==> src/design/gcms_pkg.sv <==
// ----------------------------------------------------------------------------
// gcms_pkg
// types and constants for the gap-constrained max-sum block
// ----------------------------------------------------------------------------
package gcms_pkg;

  localparam int TOTAL_W  = 48;
  localparam int AMOUNT_W = 20;
  localparam int GAP_W    = 9;
  localparam int COUNT_W  = 32;
  localparam int CFG_IDX_W = 1;

  typedef logic [TOTAL_W-1:0]  total_t;
  typedef logic [AMOUNT_W-1:0] amount_t;
  typedef logic [GAP_W-1:0]    gap_t;
  typedef logic [COUNT_W-1:0]  count_t;

  // register indexes
  localparam logic [CFG_IDX_W-1:0] REG_MIN_GAP = 1'b0;
  localparam logic [CFG_IDX_W-1:0] REG_MAX_GAP = 1'b1;

  // shared unit operations
  typedef logic [0:0] alu_op_t;
  localparam alu_op_t OP_MAX = 1'b0;
  localparam alu_op_t OP_ADD = 1'b1;

  typedef struct packed {
    alu_op_t op;
    total_t  a;
    total_t  b;
  } alu_req_t;

endpackage

==> src/design/gcms_alu.sv <==
// ----------------------------------------------------------------------------
// gcms_alu
// shared 48-bit unit: maximum of two totals or saturating add
// ----------------------------------------------------------------------------
module gcms_alu (
  input  gcms_pkg::alu_req_t req,
  output gcms_pkg::total_t   res
);

  logic [gcms_pkg::TOTAL_W:0] sum;

  assign sum = {1'b0, req.a} + {1'b0, req.b};

  always_comb begin
    unique case (req.op)
      gcms_pkg::OP_MAX: res = (req.a > req.b) ? req.a : req.b;
      gcms_pkg::OP_ADD: res = sum[gcms_pkg::TOTAL_W] ? '1 : sum[gcms_pkg::TOTAL_W-1:0];
    endcase
  end

endmodule

==> config.mk <==
export PLATFORM = sky130hd
export DESIGN_NAME = gcms_alu
export DESIGN_NICKNAME = d
export VERILOG_FILES = /design/src/design/gcms_pkg.sv /design/src/design/gcms_alu.sv
export SDC_FILE = /design/constraint.sdc
export NUM_CORES = 1
export LEC_CHECK = 0
export BUFFER_PORTS_ARGS = -buffer_cell sky130_fd_sc_hd__buf_2
export CAP_MARGIN = 20
export CORE_MARGIN = 2
export CORE_UTILIZATION = 56
export DETAILED_ROUTE_END_ITERATION = 10
export GPL_ROUTABILITY_DRIVEN = 0
export GPL_TIMING_DRIVEN = 1
export PLACE_DENSITY = 0.87
export SYNTH_ARGS = -nofsm -noshare
export SYNTH_HDL_FRONTEND = slang
export SYNTH_SLANG_ARGS = --single-unit
==> constraint.sdc <==
create_clock -name vclk -period 5
set_input_delay 1 -clock vclk [all_inputs]
set_output_delay 1 -clock vclk [all_outputs]
set_load 0.01 [all_outputs]
==> metrics, run 1 <==
outcome finished clean; Syn Area/Cell 7.147 um^2; syn_nets 931; number of hold buffers added after CTS 0; cell taking the most area after synthesis ha_1; global-route wire length before repair 24050 um; Hold WC Path Type input port to output port; Area Growth Syn to Fin 15.25%; family with the most delay on the worst path compound AO/OA/AOI/OAI gates; total die area 0.01020 mm^2; DRT Pass-1 Iters 5; antenna-violating nets left 0; Slowest-stage cell, CP fa_1; Final nets 1057; routed via count 5929; CP Max Fanout 3; post-route design area 0.006071 mm^2; FFs & Latches 0; final setup margin 0.2132 ns; Cells after Synth 737; CP max stage delay 0.40 ns; vias per inst 6.100; pin count of the biggest net entering global routing 49; area of the multi-input gates 0.004698 mm^2; register area 0 um^2; grt ovf 0; Placed Area 0.006052 mm^2; RSZ-0062 raised after global routing no; io pins 145; Crit Path Class input port to output port; final core utilization 66.01%; Die H 101.0 um; placed cells 971; initial core utilization 57.28%; Avg WL per Cell 15.17 um; fillers 822; Slew @ Worst Pin 0.5548 ns; post-synth cell types 66; warnings from Yosys 0; vias in the first global route 5390; Pleak 2.929 nW; Routed WL 14750 um; layout cells sized above 1 23.69%; Max-slew headroom 62.67%; Buffers on Ports 145; hpwl dp 12280 um; initial antenna violation count 0; max-cap viol count 0; Seq/Total Area, Yosys 0%; TNS Setup 0 ns; Final Hold Vio Count 0; fin cells 972; CP most frequent cell buf_2; min Tclk post-route 4.787 ns; maximum clock rate 0.2089 GHz; worst path required time 4.00 ns; # setup viols final 0; crit end category output port; CP arrival 3.79 ns; Syn Std Cell Area 0.005268 mm^2; clkbuf count 0; crit path buf inv count 2; Power Total 855.7 uW; row count 35; Die Width 101.0 um; number of diodes 0; Area contributors post-synth ha_1 23%, mux2i_1 9.5%, a21oi_1 7.4%, a22oi_1 6.1%, xnor2_1 5.7%; final worst-path cycle share 95.74%; post-synth top area share 22.80%; Hold Slack 2.414 ns; CP startpoint kind input port; critical path, cell by cell buf_2 > ha_1 > fa_1 > nor2b_1 > o21ai_2 > nand3_1 > a311oi_2 > o21ai_1 > a31o_2 > a21oi_1 > xnor2_1 > a22oi_1 > buf_2; Pwr per Cell Area 141.0 mW/mm^2; Final Max Slew Viols 0; VDD IR max 0.08503 mV; GR Util All Layers 27.69%; Post-route DRC 0; core area 0.009196 mm^2; Place WS 0.06916 ns; Iter 0 DRT Violations 442
## cells by family (layout without fill, tap and decap cells)
| kind of cell | Yosys count | in the layout | synth area share [%] |
|---|---|---|---|
| AND/OR/NAND/NOR | 178 | 178 | 17.84 |
| buffers and inverters | 130 | 254 | 10.90 |
| AO/OA/AOI/OAI | 239 | 239 | 31.43 |
| multiplexers | 50 | 50 | 9.501 |
| XOR/XNOR | 43 | 43 | 7.150 |
| adder cells (fa/ha/maj) | 97 | 97 | 23.18 |
## synthesized netlist by cell type, types with 13 or more instances
cell type  number
a21oi_1        78
a22oi_1        43
buf_2          21
ha_1           96
inv_1          74
inv_2          15
mux2i_1        50
nand2_1        23
nor2_1         57
nor2b_1        13
nor4_1         18
o21ai_0        19
o21bai_1       16
o31ai_1        16
xnor2_1        34
## timing repair
item / in CTS / in global routing
buffers inserted: 0 / 1
resized for setup: 0 / 3
setup endpoints to repair: 0 / 47
## per-layer routing
metal	routed length (um)	track usage (%)	vias up	part of all wire [%]
met2	6856	48.77	252	46
met5	0	0	-	0
met1	6768	38.76	2706	46
met3	930	0.9709	22	6.3
li1	-	-	2949	-
met4	191	2.807	0	1.3
## placed cells by master, fill, tap and decap left out, types with 7 or more instances in the layout
cell / count
xnor2_1: 34
o21ai_1: 7
a21oi_1: 78
a21o_1: 8
nor4_1: 18
buf_2: 145
nand2_1: 23
inv_2: 15
nor3_1: 9
mux2i_1: 50
o31ai_1: 16
o21ai_0: 19
buf_4: 17
a22oi_1: 43
xor2_1: 9
o211ai_1: 8
nor2_1: 57
o21bai_1: 16
nor2b_1: 13
nand3_1: 12
ha_1: 96
nand4_1: 12
inv_1: 74
## report_power, final
group	leakage, nW	switching [mW]	internal, mW	total (mW)
combinational	2.93	0.495	0.361	0.856
clock	0	0	0	0
sequential	0	0	0	0
total	2.93	0.495	0.361	0.856
## tightest hold or removal path, delay by kind of cell
family	cells	cell delay, ns
multiplexers	1	0.07
buffers and inverters	2	0.24
AO/OA/AOI/OAI	1	0.11
## final timing paths
kind,startpoint,endpoint,slack [ns],cells past startpoint
setup / recovery,req[0],res[36],0.21,13
hold / removal,req[42],res[42],2.41,4
## layout make-up
type | count | share of cell area (%)
multi-input cells | 607 | 77.39
well taps | 111 | 2.288
inverters | 89 | 5.503
repair buffers | 165 | 14.82
Note: power is estimated with default switching activity, not from simulation.
==> run 2, diff against run 1 <==
Settings changed: REMOVE_ABC_BUFFERS from default to 1.
==> metrics, run 2 (synthesis gave the netlist of run 1 again) <==
Final nets 1050; routed via count 5845; antenna-violating nets left 0; Final Hold Vio Count 0; Die H 101.0 um; pin count of the biggest net entering global routing 49; Iter 0 DRT Violations 270; DRT Pass-1 Iters 5; fillers 862; GR Util All Layers 27.70%; min Tclk post-route 4.850 ns; total die area 0.01020 mm^2; CTS resizes 0; final setup margin 0.1500 ns; Hold Slack 2.417 ns; maximum clock rate 0.2062 GHz; final worst-path cycle share 97.00%; Pleak 2.900 nW; Max-slew headroom 53.07%; crit end category output port; Hold Path Depth 4; clkbuf count 0; CP Max Fanout 4; VDD IR max 0.07804 mV; Final Max Slew Viols 0; Power Total 854.3 uW; vias in the first global route 5368; Hold WC Path Type input port to output port; CP arrival 3.85 ns; Switching Share 58.07%; Buffers on Ports 145; global-route wire length before repair 24120 um; io pins 145; routed metal-1 wirelength 6528 um; WL met3 1028 um; Area Growth Syn to Fin 14.63%; Die Width 101.0 um; layout cells sized above 1 23.30%; number of diodes 0; hpwl dp 12350 um; most frequent cells in the layout 145 x buf_2, 96 x ha_1, 78 x a21oi_1; Slew @ Worst Pin 0.6975 ns; RSZ-0062 raised after global routing no; grt ovf 0; Post-route DRC 0; vias per inst 6.057; combinational power share 100.0%; outcome finished clean; TNS Setup 0 ns; part of the power in the clock network 0%; register area 0 um^2; Avg WL per Cell 15.36 um; Reg power frac 0%; initial antenna violation count 0; CP startpoint kind input port; max-cap viol count 0; Pwr per Cell Area 141.5 mW/mm^2; Routed WL 14820 um; row count 35; FFs & Latches 0; Psw 496.1 uW; Crit Path Class input port to output port; internal power 358.2 uW; post-route design area 0.006038 mm^2; # setup viols final 0; core area 0.009196 mm^2; metal2 WL 6942 um; Placed Area 0.006020 mm^2; number of hold buffers added after CTS 0; most common cell after layout, fill and taps aside buf_2; Setup Fix Bufs, Post-CTS 0; initial core utilization 57.28%; worst path required time 4.00 ns; Place WS 0.1112 ns; DR top layer met4
run 2: changes by cell type in the layout (fill, tap and decap cells not counted), sizes merged:
cell / before / now
buf: 165 / 158
run 2: per-stage QoR:
stage | utilization [%] | std cells
CTS | 65.46 | 965
global placement | 65.46 | 965
floorplan | - | 696
finish | 65.66 | 965
global route | 65.66 | 965
detailed placement | 65.46 | 965
run 2: worst paths after layout:
kind / startpoint / endpoint / slack [ns]
hold / removal: req[42] / res[42] / 2.42
setup / recovery: req[0] / res[46] / 0.15
run 2: power groups by stage:
stage / clock [mW] / combinational (mW) / sequential (mW)
2_1_floorplan: 0 / 0.571 / 0
3_3_place_gp: 0 / 0.825 / 0
3_5_place_dp: 0 / 0.838 / 0
4_1_cts: 0 / 0.842 / 0
5_1_grt: 0 / 0.936 / 0
6_report: 0 / 0.854 / 0
run 2: worst max-delay path: stages:
cell and delay (ns):
buf_2 0.12, ha_1 0.22, fa_1 0.42, nor2b_1 0.17
o21ai_2 0.15, buf_4 0.16, a311oi_2 0.11, a221oi_2 0.33
a21oi_2 0.14, o2111ai_2 0.34, o211ai_1 0.17, xor2_1 0.18
a22oi_1 0.18, buf_2 0.16
run 2: area by class of cell:
| type | count | area (um^2) | area share [%] |
|---|---|---|---|
| multi-input cells | 607 | 4710 | 77.99 |
| inverters | 89 | 334.1 | 5.533 |
| repair buffers | 158 | 855.8 | 14.17 |
| well taps | 111 | 138.9 | 2.300 |
run 2: metal layers:
metal | up-vias | global-route usage, %
li1 | 2934 | -
met5 | - | 0
met3 | 30 | 1.664
met2 | 243 | 48.15
met4 | 0 | 5.925
met1 | 2638 | 37.64
